`src/rtl/core/apm_pkg.sv`:
```
`timescale 1ns / 1ps
`default_nettype none
// ----------------------------------------------------------------------------
// Audio peak LED meter package
// Shared widths, register codes, reset values and beat types.
// ----------------------------------------------------------------------------
package apm_pkg;

  // Register width of the configuration port and of the clip timer
  localparam int unsigned RegW = 24;

  // Defaults handed to the top-level parameters
  localparam int unsigned SampleBitsDef     = 24;
  localparam int unsigned MaxBlockFramesDef = 8192;

  // Register reset values
  localparam logic [RegW-1:0] GreenThreshRst = 24'd132954;
  localparam logic [RegW-1:0] RedThreshRst   = 24'd2107082;
  localparam logic [RegW-1:0] HoldFramesRst  = 24'd24000;

  // Register index codes
  typedef enum logic [1:0] {
    REG_GREEN_THRESH = 2'd0,
    REG_RED_THRESH   = 2'd1,
    REG_HOLD_FRAMES  = 2'd2
  } apm_reg_e;

  // Configuration register set
  typedef struct packed {
    logic [RegW-1:0] green_threshold;
    logic [RegW-1:0] red_threshold;
    logic [RegW-1:0] hold_frames;
  } apm_cfg_t;

  // One result beat
  typedef struct packed {
    logic            green_on;
    logic            red_on;
    logic [RegW-1:0] block_peak;
  } apm_result_t;

endpackage
`default_nettype wire

```
`src/rtl/core/apm_meter.sv`:
```
`timescale 1ns / 1ps
`default_nettype none
// ----------------------------------------------------------------------------
// Peak meter datapath
// Tracks block peak, frame count and the time-since-clip timer, and forms
// the LED result for a block-end sample.
// ----------------------------------------------------------------------------
module apm_meter #(
  parameter int unsigned SAMPLE_BITS      = apm_pkg::SampleBitsDef,
  parameter int unsigned MAX_BLOCK_FRAMES = apm_pkg::MaxBlockFramesDef
) (
  input  wire                           clk_i,
  input  wire                           rst_ni,
  input  wire                           step_i,
  input  wire logic [SAMPLE_BITS-1:0]   sample_i,
  input  wire                           frame_end_i,
  input  wire                           block_end_i,
  input  wire apm_pkg::apm_cfg_t        cfg_i,
  output apm_pkg::apm_result_t          result_o
);

  localparam int unsigned RegW    = apm_pkg::RegW;
  localparam int unsigned CmpW    = (SAMPLE_BITS > RegW) ? SAMPLE_BITS : RegW;
  localparam int unsigned FrameW  = $clog2(MAX_BLOCK_FRAMES + 1);
  localparam logic [FrameW-1:0] FrameMax = FrameW'(MAX_BLOCK_FRAMES);
  localparam logic [RegW-1:0]   TimerMax = {RegW{1'b1}};

  logic [SAMPLE_BITS-1:0] peak_q, peak_d;
  logic [FrameW-1:0]      frames_q, frames_d;
  logic [RegW-1:0]        timer_q, timer_d;

  logic [SAMPLE_BITS-1:0] mag;
  logic [SAMPLE_BITS-1:0] peak_new;
  logic [FrameW-1:0]      frames_new;
  logic [CmpW-1:0]        peak_cmp;
  logic                   clip;
  logic [RegW-1:0]        timer_cur;
  logic [RegW:0]          timer_sum;

  // Magnitude: negating the most negative code yields its exact unsigned value
  assign mag = sample_i[SAMPLE_BITS-1] ? (~sample_i + 1'b1) : sample_i;

  // Running peak and saturating frame count including this sample
  assign peak_new   = (mag > peak_q) ? mag : peak_q;
  assign frames_new = (frame_end_i && (frames_q < FrameMax)) ? frames_q + 1'b1 : frames_q;

  // Block-end decisions
  assign peak_cmp  = CmpW'(peak_new);
  assign clip      = peak_cmp > CmpW'(cfg_i.red_threshold);
  assign timer_cur = clip ? '0 : timer_q;
  assign timer_sum = {1'b0, timer_cur} + (RegW + 1)'(frames_new);

  always_comb begin
    result_o.green_on   = peak_cmp > CmpW'(cfg_i.green_threshold);
    result_o.red_on     = timer_cur < cfg_i.hold_frames;
    result_o.block_peak = peak_cmp[RegW-1:0];
  end

  // Next state: clear accumulators at block end, advance timer saturating
  always_comb begin
    peak_d   = peak_q;
    frames_d = frames_q;
    timer_d  = timer_q;
    if (step_i) begin
      if (block_end_i) begin
        peak_d   = '0;
        frames_d = '0;
        timer_d  = timer_sum[RegW] ? TimerMax : timer_sum[RegW-1:0];
      end else begin
        peak_d   = peak_new;
        frames_d = frames_new;
      end
    end
  end

  always_ff @(posedge clk_i or negedge rst_ni) begin
    if (!rst_ni) begin
      peak_q   <= '0;
      frames_q <= '0;
      timer_q  <= '0;
    end else begin
      peak_q   <= peak_d;
      frames_q <= frames_d;
      timer_q  <= timer_d;
    end
  end

endmodule
`default_nettype wire

```
`src/rtl/core/audio_peak_led_meter_top.sv`:
```
`timescale 1ns / 1ps
`default_nettype none
// Path: after its beat is taken, a block-end sample goes through the input register and its result
// through the output register, held longer while the result side stalls.
// Throughput: one sample per cycle while the skid slot is empty; the input register and the
// output register with its skid slot let samples keep flowing while one result waits downstream.
// Reset: thresholds and hold return to defaults, peak, frame count and clip timer
// clear, so red is lit on the first blocks after reset.
// ----------------------------------------------------------------------------
// Audio peak LED meter top level
// Input register, meter datapath, output register with skid slot, config.
// ----------------------------------------------------------------------------
module audio_peak_led_meter_top #(
  parameter int unsigned SAMPLE_BITS      = apm_pkg::SampleBitsDef,
  parameter int unsigned MAX_BLOCK_FRAMES = apm_pkg::MaxBlockFramesDef
) (
  input  wire                              clk_i,
  input  wire                              rst_ni,
  // Configuration write port
  input  wire                              cfg_we_i,
  input  wire logic [1:0]                  cfg_idx_i,
  input  wire logic [apm_pkg::RegW-1:0]    cfg_wdata_i,
  // Sample channel
  input  wire                              in_valid_i,
  output logic                             in_stall_o,
  input  wire logic [SAMPLE_BITS-1:0]      sample_i,
  input  wire                              frame_end_i,
  input  wire                              block_end_i,
  // Result channel
  output logic                             out_valid_o,
  input  wire                              out_stall_i,
  output logic                             green_on_o,
  output logic                             red_on_o,
  output logic [apm_pkg::RegW-1:0]         block_peak_o
);

  apm_pkg::apm_cfg_t    cfg_q;
  apm_pkg::apm_result_t result;
  apm_pkg::apm_result_t out_q, skid_q;
  logic                 out_valid_q, skid_valid_q;

  logic                   in_valid_q;
  logic [SAMPLE_BITS-1:0] sample_q;
  logic                   frame_end_q, block_end_q;

  logic in_accept;
  logic step;
  logic emit;
  logic out_free;

  // Configuration registers
  always_ff @(posedge clk_i or negedge rst_ni) begin
    if (!rst_ni) begin
      cfg_q.green_threshold <= apm_pkg::GreenThreshRst;
      cfg_q.red_threshold   <= apm_pkg::RedThreshRst;
      cfg_q.hold_frames     <= apm_pkg::HoldFramesRst;
    end else if (cfg_we_i) begin
      unique case (apm_pkg::apm_reg_e'(cfg_idx_i))
        apm_pkg::REG_GREEN_THRESH: cfg_q.green_threshold <= cfg_wdata_i;
        apm_pkg::REG_RED_THRESH:   cfg_q.red_threshold   <= cfg_wdata_i;
        apm_pkg::REG_HOLD_FRAMES:  cfg_q.hold_frames     <= cfg_wdata_i;
        default: ;
      endcase
    end
  end

  // Advance the held sample unless the skid slot is occupied
  assign step       = in_valid_q && !skid_valid_q;
  assign in_stall_o = in_valid_q && skid_valid_q;
  assign in_accept  = in_valid_i && !in_stall_o;
  assign emit       = step && block_end_q;
  assign out_free   = !out_valid_q || !out_stall_i;

  // Input register
  always_ff @(posedge clk_i or negedge rst_ni) begin
    if (!rst_ni) begin
      in_valid_q <= 1'b0;
    end else if (in_accept) begin
      in_valid_q <= 1'b1;
    end else if (step) begin
      in_valid_q <= 1'b0;
    end
  end

  always_ff @(posedge clk_i) begin
    if (in_accept) begin
      sample_q    <= sample_i;
      frame_end_q <= frame_end_i;
      block_end_q <= block_end_i;
    end
  end

  apm_meter #(
    .SAMPLE_BITS      (SAMPLE_BITS),
    .MAX_BLOCK_FRAMES (MAX_BLOCK_FRAMES)
  ) u_meter (
    .clk_i       (clk_i),
    .rst_ni      (rst_ni),
    .step_i      (step),
    .sample_i    (sample_q),
    .frame_end_i (frame_end_q),
    .block_end_i (block_end_q),
    .cfg_i       (cfg_q),
    .result_o    (result)
  );

  // Output register with skid slot: refill from skid first, park a new beat when blocked
  always_ff @(posedge clk_i or negedge rst_ni) begin
    if (!rst_ni) begin
      out_valid_q  <= 1'b0;
      skid_valid_q <= 1'b0;
    end else begin
      if (out_free) begin
        out_valid_q  <= skid_valid_q || emit;
        skid_valid_q <= 1'b0;
      end else if (emit) begin
        skid_valid_q <= 1'b1;
      end
    end
  end

  always_ff @(posedge clk_i) begin
    if (out_free) begin
      if (skid_valid_q) begin
        out_q <= skid_q;
      end else if (emit) begin
        out_q <= result;
      end
    end else if (emit) begin
      skid_q <= result;
    end
  end

  // Drive result ports
  assign out_valid_o  = out_valid_q;
  assign green_on_o   = out_q.green_on;
  assign red_on_o     = out_q.red_on;
  assign block_peak_o = out_q.block_peak;

endmodule
`default_nettype wire
```
`config.mk`:
```
export PLATFORM = sky130hd
export DESIGN_NAME = audio_peak_led_meter_top
export DESIGN_NICKNAME = d
export VERILOG_FILES = /design/src/rtl/core/apm_pkg.sv /design/src/rtl/core/apm_meter.sv /design/src/rtl/core/audio_peak_led_meter_top.sv
export SDC_FILE = /design/constraint.sdc
export NUM_CORES = 1
export LEC_CHECK = 0
export ABC_AREA = 0
export BUFFER_PORTS_ARGS = -buffer_cell sky130_fd_sc_hd__buf_2
export CAP_MARGIN = 40
export CORE_UTILIZATION = 60
export CTS_CLUSTER_DIAMETER = 50
export DETAILED_ROUTE_END_ITERATION = 16
export GPL_ROUTABILITY_DRIVEN = 0
export PLACE_DENSITY = 0.76
export SLEW_MARGIN = 20
export SYNTH_ARGS = -nofsm -noshare
export SYNTH_HDL_FRONTEND = slang
export SYNTH_SLANG_ARGS = --single-unit
```
`constraint.sdc`:
```
create_clock -name clk_i -period 19.1 [get_ports clk_i]
set_input_delay 4.775 -clock clk_i [delete_from_list [all_inputs] [get_ports clk_i]]
set_output_delay 4.775 -clock clk_i [all_outputs]
set_load 0.005 [all_outputs]
```
# Word level (Yosys, flattened, before mapping)
# Cells that the tools add are included.
# word_totals
register_bits	215
latch_bits	0
ram_bits	0
rom_bits	0
input_bits	57
out_inout_bits	28
mem_count	0
# op_classes
addsub	3
n_mul	0
n_div	0
order_cmp	5
n_eq_ne	2
n_shift	0
muxes	13
n_bitwise	2
reduce_logical	21
# ops
op	count
$mux 24	5
$gt 24x24->1	3
$mux 26	2
$mux 14	2
$add 24x14->25	1
$add 24x1->24 const B	1
$lt 24x24->1	1
$not 24->24	1
$add 14x1->14 const B	1
$lt 14x14->1 const B	1
$reduce_and 2->1	6
$reduce_bool 2->1	3
$logic_and 1x1->1	5
$logic_not 1->1	4
$mux 1	4
$eq 2x1->1 const B	1
$eq 2x2->1 const B	1
$logic_not 2->1	1
$logic_or 1x1->1	2
$not 1->1	1

# Longest topological paths before layout
# Gate-level depths: netlist of run 1.
# logic_depth
depth_word	10
ltp_mapped	39
ltp_nobuf	34

# Cells and area by module
# From an unflattened synthesis of run 1, not the netlist that was laid out.
# unflattened
hier_cells	1119
area_unflattened_um2	12495.7
# modules_own_cells
mod	instances	cells_per_inst	area_each_um2
apm_meter	1	846	6967.9
audio_peak_led_meter_top	1	273	5527.8

# Worst setup path before layout of run 1
# Ideal clock, no wire load.
# synth_path
kind	register -> register
startpoint	reg sample_q[9]
endpoint	reg u_meter.timer_q[10]
setup_time_ps	137
arrival_time_ps	8290
t_required_ps	18963
setup_slack_ps	10673
path_stages_with_launch	38
synth_period_minus_slack_ps	8427
path_cell_list	edfxtp_1 or4_4 or4_1 or2_1 or3_4 o31ai_4 xnor2_1 ha_1 nand4_1 nor2_1 and3_1 nand4_1 o21bai_1 nand4b_1 clkbuf_1 buf_1 a21oi_1 nor2_1 [2 not listed] nor2_1 o311ai_0 nand3_1 nand2_1 clkbuf_1 clkbuf_1 and2_1 ha_1 or3_1 a31oi_1 a31oi_1 a31oi_1 o22ai_1 a32oi_1 nor2_1 nor2_1 clkbuf_1 a21oi_1
# synth_rtl
element	line_no	rtl
from (decl)	audio_peak_led_meter_top.sv:43	logic [SAMPLE_BITS-1:0] sample_q;
from (signal assigned)	audio_peak_led_meter_top.sv:87	sample_q <= sample_i;
to (signal assigned)	apm_meter.sv:84	timer_q <= timer_d;
to (decl)	apm_meter.sv:30	logic [RegW-1:0] timer_q, timer_d;

==> metrics.txt, run 1 <==
sink of the worst hold path=cfg_q[39]; aggregate global routing overflow=0; share of synthesized registers carrying an async set or reset=63.7%; total number of clock tree sinks=215; WL final=31100 um; origin of the worst min-delay path=cfg_q[39]; maximum clock insertion buffer count=3; final sum of negative setup slack=0 ns; most frequent standard cell in the layout excluding fill and tap cells=dfrtp_1; Gate power share=42.5%; leading cell types in the layout, fill and taps excluded=dfrtp_1, inv_1, ha_1; most frequent cell on the critical path=nor2_1; vertical die dimension=147 um; cell-internal power=1280 uW; largest incremental delay on the critical path=0.67 ns; Worst-Skew Late Latency=0.53 ns; CTS tree=done; Max-slew headroom=44.2%; run status=complete, no violations; Worst Clk Skew=roughly 0.015 ns; Post-Place Cell Area=~13000 um^2; total power density per cell area=144 nW/um^2; Net Sw Power=782 uW; Root Buffer=clkbuf_16; Resize count post-CTS=0; worst reg2reg setup slack=8.55 ns; critical path class=reg2reg; Crit path required time=19.46 ns; Post-Synthesis Net Count=around 1.4k; mean area per synthesized cell=10.1 um^2; met3 track utilization from global routing=3.78%; post-route cell area=14300 um^2; EDFF count, synth=78; Worst Hold Path Cells=1; Arrival @ worst endpoint=between 10 and 15 ns; fraction of power consumed by the clock network=26.0%; antenna violations before repair=0; pin count of the biggest net entering global routing=66; final net count=roughly 1.5k; number of detailed-route iterations in the first pass=5; Top-Level Pins=85; max capacitance violation total=0; worst reg-to-reg path cell count=35; average wire per standard cell=slightly below 20 um; total standard cell area after synthesis=12600 um^2; global routing usage on met1=40.2%; sequential fraction of design power=31.5%; leak pwr=between 0.006 and 0.007 uW; Die ar.=21500 um^2; DPL Wire Length=22500 um; number of placement rows=52; flop and latch count out of synthesis=215; Switching Share=38.0%; end-of-flow core utilization=~70%; remaining antenna violation count after routing=0; global routing usage summed across all routing layers=29.7%; maximum frequency from static timing analysis=0.0948 GHz; share of layout cells above drive strength 1=between 10% and 20%; clock slew seen by the registers of the worst setup and hold paths=about 0.060 ns; IR Drop Worst-Case VDD=0.0907 mV; post-CTS setup buffer count=0; Placed Cells incl. Taps=1562; detailed-route via count=9917; number of clock buffers inserted by TritonCTS=27; Least-Margin Pin Slew=between 0.8 and 0.9 ns; cell count after synthesis=~1.2k; count of endpoints failing setup in the final report=0; # DRC=0; number of buffers added on ports=84; Hold Vio Cnt, Final=0; horizontal die dimension=147 um; main flop type after synthesis=dfrtp_1; number of vias per cell=6.15; Slowest cell on crit path=nand4b_1; initial cell density of the core=61.7%; synthesis-to-layout area growth=13.7%; via count of the first global-routing pass=between 9k and 10k; wire length of the first global-routing pass=51100 um; diodes inserted=0; setup repair after global routing missed its margin=false; post-layout min period=10.55 ns; M2 GR Usage=48.7%; distinct cell type count after synthesis=between 60 and 70; final hold slack=approximately 0.50 ns; fraction of the yosys area taken by sequential cells=46.2%; worst hold path class=reg2reg; peak-usage layer in the global routing report=met2; Clock H-tree levels=1; crit start category=register; area of the core=20400 um^2; hold buffer count at cts=0; Synth Warn #=0; Worst R2R Start=sample_q[3]; maximum net fanout on the critical path=30; final number of max-transition violations=0; Tcrit/Tclk final=a little under three fifths; number of DRC markers after the initial detailed-route iteration=between 800 and 900; kind of end point of the critical path=register; final cell count without fillers=1612; capture point of the worst reg-to-reg path=u_meter.timer_q[18]
-- how the worst max path moves through the flow --
stage / start / depth (start not counted) / endpoint
3_3_place_gp: sample_q[3] / 34 / u_meter.timer_q[18]
2_1_floorplan: sample_q[9] / 37 / u_meter.timer_q[10]
5_1_grt: sample_q[3] / 35 / u_meter.timer_q[18]
3_5_place_dp: sample_q[9] / 34 / u_meter.timer_q[18]
6_report: sample_q[3] / 35 / u_meter.timer_q[18]
4_1_cts: sample_q[3] / 35 / u_meter.timer_q[18]
-- registers in the layout, summed over array words and instances (netlist names), 14 cells and up --
signal            count
sample_q             24
skid_q               26
u_meter.frames_q     14
block_peak_o         24
u_meter.timer_q      24
cfg_q                72
u_meter.peak_q       24
-- logic make-up (layout without fill, tap and decap cells) --
family	Yosys count	count (layout)	share of synthesized area, %
muxes	51	51	4.57
DFF	215	215	46.2
adders and majority gates	110	110	11.0
AOI/OAI and AO/OA	324	324	17.3
and+or+nand+nor	331	331	12.8
buffers and inverters	167	266	4.99
xor gates and xnor gates	45	45	3.14
-- final cells by class --
type / count / area (um^2)
Fill cell: 1509 / 6090
Clock buffer: 31 / 721
Sequential cell: 215 / 5800
Timing Repair Buffer: 104 / 609
Tap cell: 270 / 338
Multi-Input combinational cell: 861 / 6160
Clock inverter: 18 / 224
Inverter: 113 / 424
-- cell usage after synthesis (3+ instances only) --
| cell type | number | area share, % |
|---|---|---|
| o21a_1 | 8 | 0.48 |
| a31oi_1 | 9 | 0.45 |
| nand3_1 | 20 | 0.80 |
| ha_1 | 109 | 11 |
| dfstp_2 | 23 | 4.8 |
| nor2_1 | 74 | 2.2 |
| nand2_1 | 103 | 3.1 |
| o22a_1 | 5 | 0.35 |
| edfxtp_1 | 78 | 19 |
| a21o_1 | 25 | 1.5 |
| a211oi_1 | 27 | 1.6 |
| o31ai_1 | 31 | 1.9 |
| nand4b_1 | 3 | 0.21 |
| o21ai_0 | 68 | 2.7 |
| buf_1 | 4 | 0.12 |
| a22o_1 | 9 | 0.63 |
| o211ai_1 | 8 | 0.48 |
| or2_2 | 4 | 0.20 |
| clkbuf_1 | 50 | 1.5 |
| nand4_1 | 23 | 1.1 |
| mux2_2 | 51 | 4.6 |
| inv_1 | 112 | 3.3 |
| nand2b_1 | 5 | 0.25 |
| nor4_1 | 3 | 0.15 |
| and3_1 | 6 | 0.30 |
| a21oi_1 | 81 | 3.2 |
| o41ai_1 | 3 | 0.21 |
| or4_1 | 4 | 0.24 |
| xor2_1 | 15 | 1.0 |
| dfrtp_1 | 114 | 23 |
| a221o_1 | 23 | 1.8 |
| and2_1 | 24 | 1.2 |
| a41oi_1 | 6 | 0.42 |
| nor3_1 | 33 | 1.3 |
| or3_1 | 8 | 0.40 |
| nor2b_1 | 11 | 0.55 |
| xnor2_1 | 30 | 2.1 |
-- through the flow --
stage | setup WS, ns | total power [uW]
finish | 8.55 | 2060
global route | 7.74 | 2200
CTS | 8.82 | 2050
detailed placement | 8.91 | 1510
global placement | 8.89 | 1470
floorplan | 10.67 | 1260
-- power groups by stage --
stage               logic, uW  registers (uW)  clock network [uW]
floorplan                 620             640                   0
global placement          817             654                   0
detailed placement        855             656                   0
CTS                       863             649                 540
global route              977             659                 559
finish                    875             650                 535
-- routing by layer --
metal  vias to the layer above  share of wire, %
met5                         -                 0
met4                         0               3.2
met3                        71               5.9
met2                       351                48
met1                      4801                43
li1                       4694                 -
-- worst max-delay path: cells and delay by family, from the launching register on --
kind | cells | cell delay (ns)
xor+xnor | 1 | 0.23
flops | 1 | 0.43
fa+ha+maj | 3 | 0.99
buf+inv | 2 | 0.81
simple gates | 18 | 5.29
compound gates | 11 | 2.61
(Power assumes the default switching activity.)
==> run 2, diff against run 1 <==
==> constraint.sdc (replaced) <==
create_clock -name clk_i -period 9.8 [get_ports clk_i]
set_input_delay 2.45 -clock clk_i [delete_from_list [all_inputs] [get_ports clk_i]]
set_output_delay 2.45 -clock clk_i [all_outputs]
set_load 0.005 [all_outputs]
==> metrics.txt, run 2 (synthesis gave the netlist of run 1 again) <==
DPL Wire Length=22700 um (+0.91%); origin of the worst min-delay path=cfg_q[65]; diodes inserted=0 (unchanged); Tcrit/Tclk final=92.9% (+38 points); leading cell types in the layout, fill and taps excluded=dfrtp_1, inv_1, ha_1; Arrival @ worst endpoint=9.51 ns (-1.40 ns); worst hold path class=reg2reg; wire length of the first global-routing pass=51300 um (+0.42%); number of buffers added on ports=84 (unchanged); leak pwr=0.00625 uW (+0.21%); Worst Clk Skew=0.0113 ns (-0.00366 ns); initial cell density of the core=61.7% (unchanged); setup slack of the critical path after layout=0.695 ns (-7.86 ns); vertical die dimension=147 um (unchanged); average wire per standard cell=19.4 um (+0.67%); max capacitance violation total=0 (unchanged); Crit path required time=10.21 ns (-9.25 ns); setup repair after global routing missed its margin=false; aggregate global routing overflow=0 (unchanged); Sequential cell area=5800 um^2 (unchanged); horizontal die dimension=147 um (unchanged); number of placement rows=52 (unchanged); number of vias per cell=6.22 (+1.0%); run status=complete, no violations; number of detailed-route iterations in the first pass=5 (unchanged); maximum net fanout on the critical path=14 (-53%); Slowest cell on crit path=nor3_1; final net count=1495 (+0.40%); Top-Level Pins=85 (unchanged); Die ar.=21500 um^2 (unchanged); Root Buffer=clkbuf_16; antenna violations before repair=0 (unchanged); post-placement setup slack=0.393 ns (-8.52 ns); most frequent standard cell in the layout excluding fill and tap cells=dfrtp_1; CTS tree=done; remaining antenna violation count after routing=0 (unchanged); start point of the critical path=sample_q[3]; number of DRC markers after the initial detailed-route iteration=760 (-9.7%); IR Drop Worst-Case VDD=0.207 mV (+130%); pin count of the biggest net entering global routing=66 (unchanged); global routing usage summed across all routing layers=30.1% (+0.39 points); share of layout cells above drive strength 1=18.5% (+0.36 points); maximum clock insertion buffer count=3 (unchanged); count of endpoints failing setup in the final report=0 (unchanged); Worst R2R Start=sample_q[3]; final hold slack=0.505 ns (+0.000970 ns); Max-slew headroom=48.0% (+3.7 points); post-layout min period=9.11 ns (-1.44 ns); WL final=31400 um (+1.0%); number of clock buffers inserted by TritonCTS=27 (unchanged); Worst-Skew Late Latency=0.53 ns (about the same); maximum frequency from static timing analysis=0.110 GHz (+16%); Least-Margin Pin Slew=0.781 ns (-0.0527 ns); crit start category=register; kind of end point of the critical path=register; critical path class=reg2reg; # DRC=0 (unchanged); final-layout fill cell count=1519 (+0.66%); multi-input gate area in the final layout=6180 um^2 (+0.35%); detailed-route via count=10.1k (+1.4%); largest registers in the final layout=cfg_q: 72 flops, skid_q: 26 flops; Clock H-tree levels=1 (unchanged); Most flops, register=cfg_q; area of the core=20400 um^2 (unchanged); total power density per cell area=279 nW/um^2 (+94%); largest incremental delay on the critical path=0.46 ns (-0.21 ns); Hold Vio Cnt, Final=0 (unchanged); total number of clock tree sinks=215 (unchanged); synthesis-to-layout area growth=13.9%; Placed Cells incl. Taps=1569 (+0.45%); via count of the first global-routing pass=10.1k (+1.2%); number of flip-flops under the largest register name=72 (unchanged); final cell count without fillers=1618 (+0.37%); final number of max-transition violations=0 (unchanged); final sum of negative setup slack=0 ns (unchanged); clock slew seen by the registers of the worst setup and hold paths=0.06 ns (about the same)
[run 2: cell types whose count changed in the layout (fill, tap and decap cells not counted), moves of 2 or more]
cell / change
clkbuf_1: +3
buf_8: -3
buf_4: +9
inv_6: +2
[run 2: critical path, delay by kind of cell, from the launching register on]
kind / cells / cell delay [ns]
compound gates: 9 / 2.09
xor+xnor: 1 / 0.13
fa+ha+maj: 4 / 1.29
buf+inv: 1 / 0.19
flops: 1 / 0.42
simple gates: 20 / 4.82
[run 2: layout make-up]
cell class	instances	share of cell area (%)
clock inverters	15	1.23
multi-input cells	861	43.2
well taps	270	2.36
clock buffers	34	5.12
flip-flops and latches	215	40.6
repair buffers	110	4.52
inverters	113	2.97
[run 2: repair_timing]
action,CTS,global route
hold buffers,0,0
gates resized for setup,0,6
buffers inserted,0,0
endpoints found under the setup margin,0,24
[run 2: report_power, final]
part	leakage [uW]	total [uW]	internal, uW	switching [uW]
Clock	0.000447	1010	612	400
Sequential	0.00240	1270	1160	103
Combinational	0.00340	1720	697	1020
Total	0.00625	4000	2470	1520
[run 2: metrics by stage]
step | utilization (%) | cell area, um^2 | total power [uW]
2_1_floorplan | - | 12600 | 2460
3_3_place_gp | 65.4 | 13300 | 2880
3_5_place_dp | 65.6 | 13400 | 2940
4_1_cts | 70.1 | 14300 | 3980
5_1_grt | 70.2 | 14300 | 4270
6_report | 70.2 | 14300 | 4000
[run 2: layer usage]
metal | global-route usage, % | vias to the layer above | part of all wire (%)
met4 | 11.0 | 0 | 3.4
met2 | 49.6 | 407 | 47
li1 | - | 4676 | -
met1 | 40.4 | 4900 | 43
met5 | 0 | - | 0
met3 | 4.22 | 73 | 6.4
[run 2: path summary, 6_finish.rpt]
check                                 endpoint  slack [ns]  depth (start not counted)
setup / recovery           u_meter.timer_q[17]        0.69                         35
hold / removal                       cfg_q[65]        0.51                          2
setup reg to reg           u_meter.timer_q[17]        0.69                         35
hold reg to reg                      cfg_q[65]        0.51                          2
max in group asynchronous            cfg_q[51]        6.70                          3
min in group asynchronous            cfg_q[19]        1.92                          1
==> run 3, diff against run 2 <==
==> constraint.sdc (replaced) <==
create_clock -name clk_i -period 10.34 [get_ports clk_i]
set_input_delay 2.585 -clock clk_i [delete_from_list [all_inputs] [get_ports clk_i]]
set_output_delay 2.585 -clock clk_i [all_outputs]
set_load 0.005 [all_outputs]
==> metrics.txt, run 3 (synthesis gave the netlist of run 1 again) <==
run status=complete, no violations; capture point of the worst reg-to-reg path=u_meter.timer_q[12]; Slowest cell on crit path=nor4_1; CTS tree=done; Worst Hold Path Cells=1 (-1); final net count=1494 (-0.067%); number of placement rows=52 (unchanged); peak-usage layer in the global routing report=met2; number of clock buffers inserted by TritonCTS=27 (unchanged); pin count of the biggest net entering global routing=86 (+30%); largest incremental delay on the critical path=0.58 ns (+0.12 ns); sink of the worst hold path=cfg_q[35]; IR Drop Worst-Case VDD=0.152 mV (-27%); remaining antenna violation count after routing=0 (unchanged); maximum frequency from static timing analysis=0.106 GHz (-3.7%); global routing usage on met1=41.8% (+1.4 points); number of detailed-route iterations in the first pass=6 (+1); max capacitance violation total=0 (unchanged); final sum of negative setup slack=0 ns (unchanged); number of DRC markers after the initial detailed-route iteration=873 (+15%); WL final=31800 um (+1.2%); crit start category=register; Worst R2R Start=sample_q[3]; horizontal die dimension=147 um (unchanged); Hold Vio Cnt, Final=0 (unchanged); worst hold path class=reg2reg; leading cell types in the layout, fill and taps excluded=dfrtp_1, inv_1, ha_1; wire length of the first global-routing pass=51800 um (+1.1%); detailed-route via count=9930 (-1.3%); largest registers in the final layout=cfg_q: 72 flops, skid_q: 26 flops; clock slew seen by the registers of the worst setup and hold paths=0.06 ns (about the same); most frequent standard cell in the layout excluding fill and tap cells=dfrtp_1; global routing usage summed across all routing layers=30.5% (+0.43 points); end-of-flow core utilization=70.0% (-0.17 points); number of buffers added on ports=84 (unchanged); M2 GR Usage=49.4% (-0.21 points); aggregate global routing overflow=0 (unchanged); number of flip-flops under the largest register name=72 (unchanged); initial cell density of the core=61.7% (unchanged); vertical die dimension=147 um (unchanged); Worst Clk Skew=0.0118 ns (+0.000488 ns); Switching Share=38.7% (+0.62 points); share of layout cells above drive strength 1=18.4% (-0.061 points); setup repair after global routing missed its margin=false; Resize count post-CTS=0 (unchanged); met3 track utilization from global routing=4.94% (+0.72 points); Clock H-tree levels=1 (unchanged); Top-Level Pins=85 (unchanged); Tcrit/Tclk final=91.5% (-1.5 points); kind of end point of the critical path=register; area of the core=20400 um^2 (unchanged); fraction of power consumed by the clock network=24.3% (-1.0 points); sequential fraction of design power=31.8% (about the same); post-layout min period=9.46 ns (+0.352 ns); via count of the first global-routing pass=9803 (-2.6%); worst reg-to-reg path cell count=34 (-2.9%); final number of max-transition violations=0 (unchanged); hold buffer count at cts=0 (unchanged); maximum clock insertion buffer count=3 (unchanged); leak pwr=0.00623 uW (-0.29%); diodes inserted=0 (unchanged); # DRC=0 (unchanged); Gate power share=43.8% (+0.9 points); worst reg2reg setup slack=0.88 ns (+0.19 ns); DPL Wire Length=23000 um (+1.1%); Arrival @ worst endpoint=9.87 ns (+0.36 ns); maximum net fanout on the critical path=21 (+7); cell-internal power=2310 uW (-6.6%); antenna violations before repair=0 (unchanged); total number of clock tree sinks=215 (unchanged); total power density per cell area=264 nW/um^2 (-5.4%); Die ar.=21500 um^2 (unchanged); Worst-Skew Late Latency=0.54 ns (about the same); count of endpoints failing setup in the final report=0 (unchanged); post-CTS setup buffer count=0 (unchanged); Crit path required time=10.75 ns (+0.54 ns); sum of internal, switching and leakage power=3770 uW (-5.6%); number of vias per cell=6.14 (-1.2%); origin of the worst min-delay path=cfg_q[35]; Net Sw Power=1460 uW (-4.1%); synthesis-to-layout area growth=13.6%; Max-slew headroom=47.2% (-0.73 points); average wire per standard cell=19.7 um (+1.3%); critical path class=reg2reg; Most flops, register=cfg_q; Root Buffer=clkbuf_16; Least-Margin Pin Slew=0.792 ns (+0.0109 ns)
-- run 3: cell types whose count changed in the layout (fill, tap and decap cells not counted), sizes merged --
cell      delta
clkinv       -2
bufinv       -3
buf          -1
clkinvlp     +3
clkbuf       +2
-- run 3: power by group through the flow --
stage               registers (uW)  clock network, uW  logic [uW]
finish                        1200                918        1650
global route                  1220                961        1850
CTS                           1200                929        1630
detailed placement            1210                  0        1600
global placement              1210                  0        1550
floorplan                     1180                  0        1150
-- run 3: per-stage QoR --
step	hold slack [ns]	instance area (um^2)	setup WS [ns]	cells
2_1_floorplan	0.461	12600	1.91	1243
3_3_place_gp	0.483	13300	1.12	1563
3_5_place_dp	0.493	13300	1.03	1566
4_1_cts	0.507	14200	0.961	1615
5_1_grt	0.532	14300	0.243	1617
6_report	0.503	14300	0.883	1617
-- run 3: worst max path at each step --
stage           startpoint             endpoint  cells past startpoint
3_3_place_gp   sample_q[9]   u_meter.timer_q[0]                     33
5_1_grt        sample_q[3]  u_meter.timer_q[12]                     35
4_1_cts        sample_q[3]  u_meter.timer_q[12]                     33
3_5_place_dp   sample_q[3]  u_meter.timer_q[12]                     33
2_1_floorplan  sample_q[9]  u_meter.timer_q[10]                     37
6_report       sample_q[3]  u_meter.timer_q[12]                     34
-- run 3: cell type report --
| class | instances | area, um^2 |
|---|---|---|
| fill | 1534 | 6100 |
| timing repair buffer | 109 | 653 |
| clock buffer | 36 | 795 |
| sequential | 215 | 5800 |
| tap | 270 | 338 |
| inverter | 113 | 424 |
| clock inverter | 13 | 93.8 |
| multi-input combinational | 861 | 6160 |
-- run 3: metal layers --
metal / share of wire (%) / wire (um)
met5: 0 / 0
met4: 2.9 / 916
met3: 6.3 / 1990
met2: 47 / 14900
met1: 44 / 14000
-- run 3: worst max-delay path: cells and delay by family, from the launching register on --
kind / cells / cell delay [ns]
simple gates: 18 / 5.05
compound gates: 9 / 1.98
fa+ha+maj: 3 / 0.90
buf+inv: 3 / 0.86
flops: 1 / 0.41
xor+xnor: 1 / 0.13
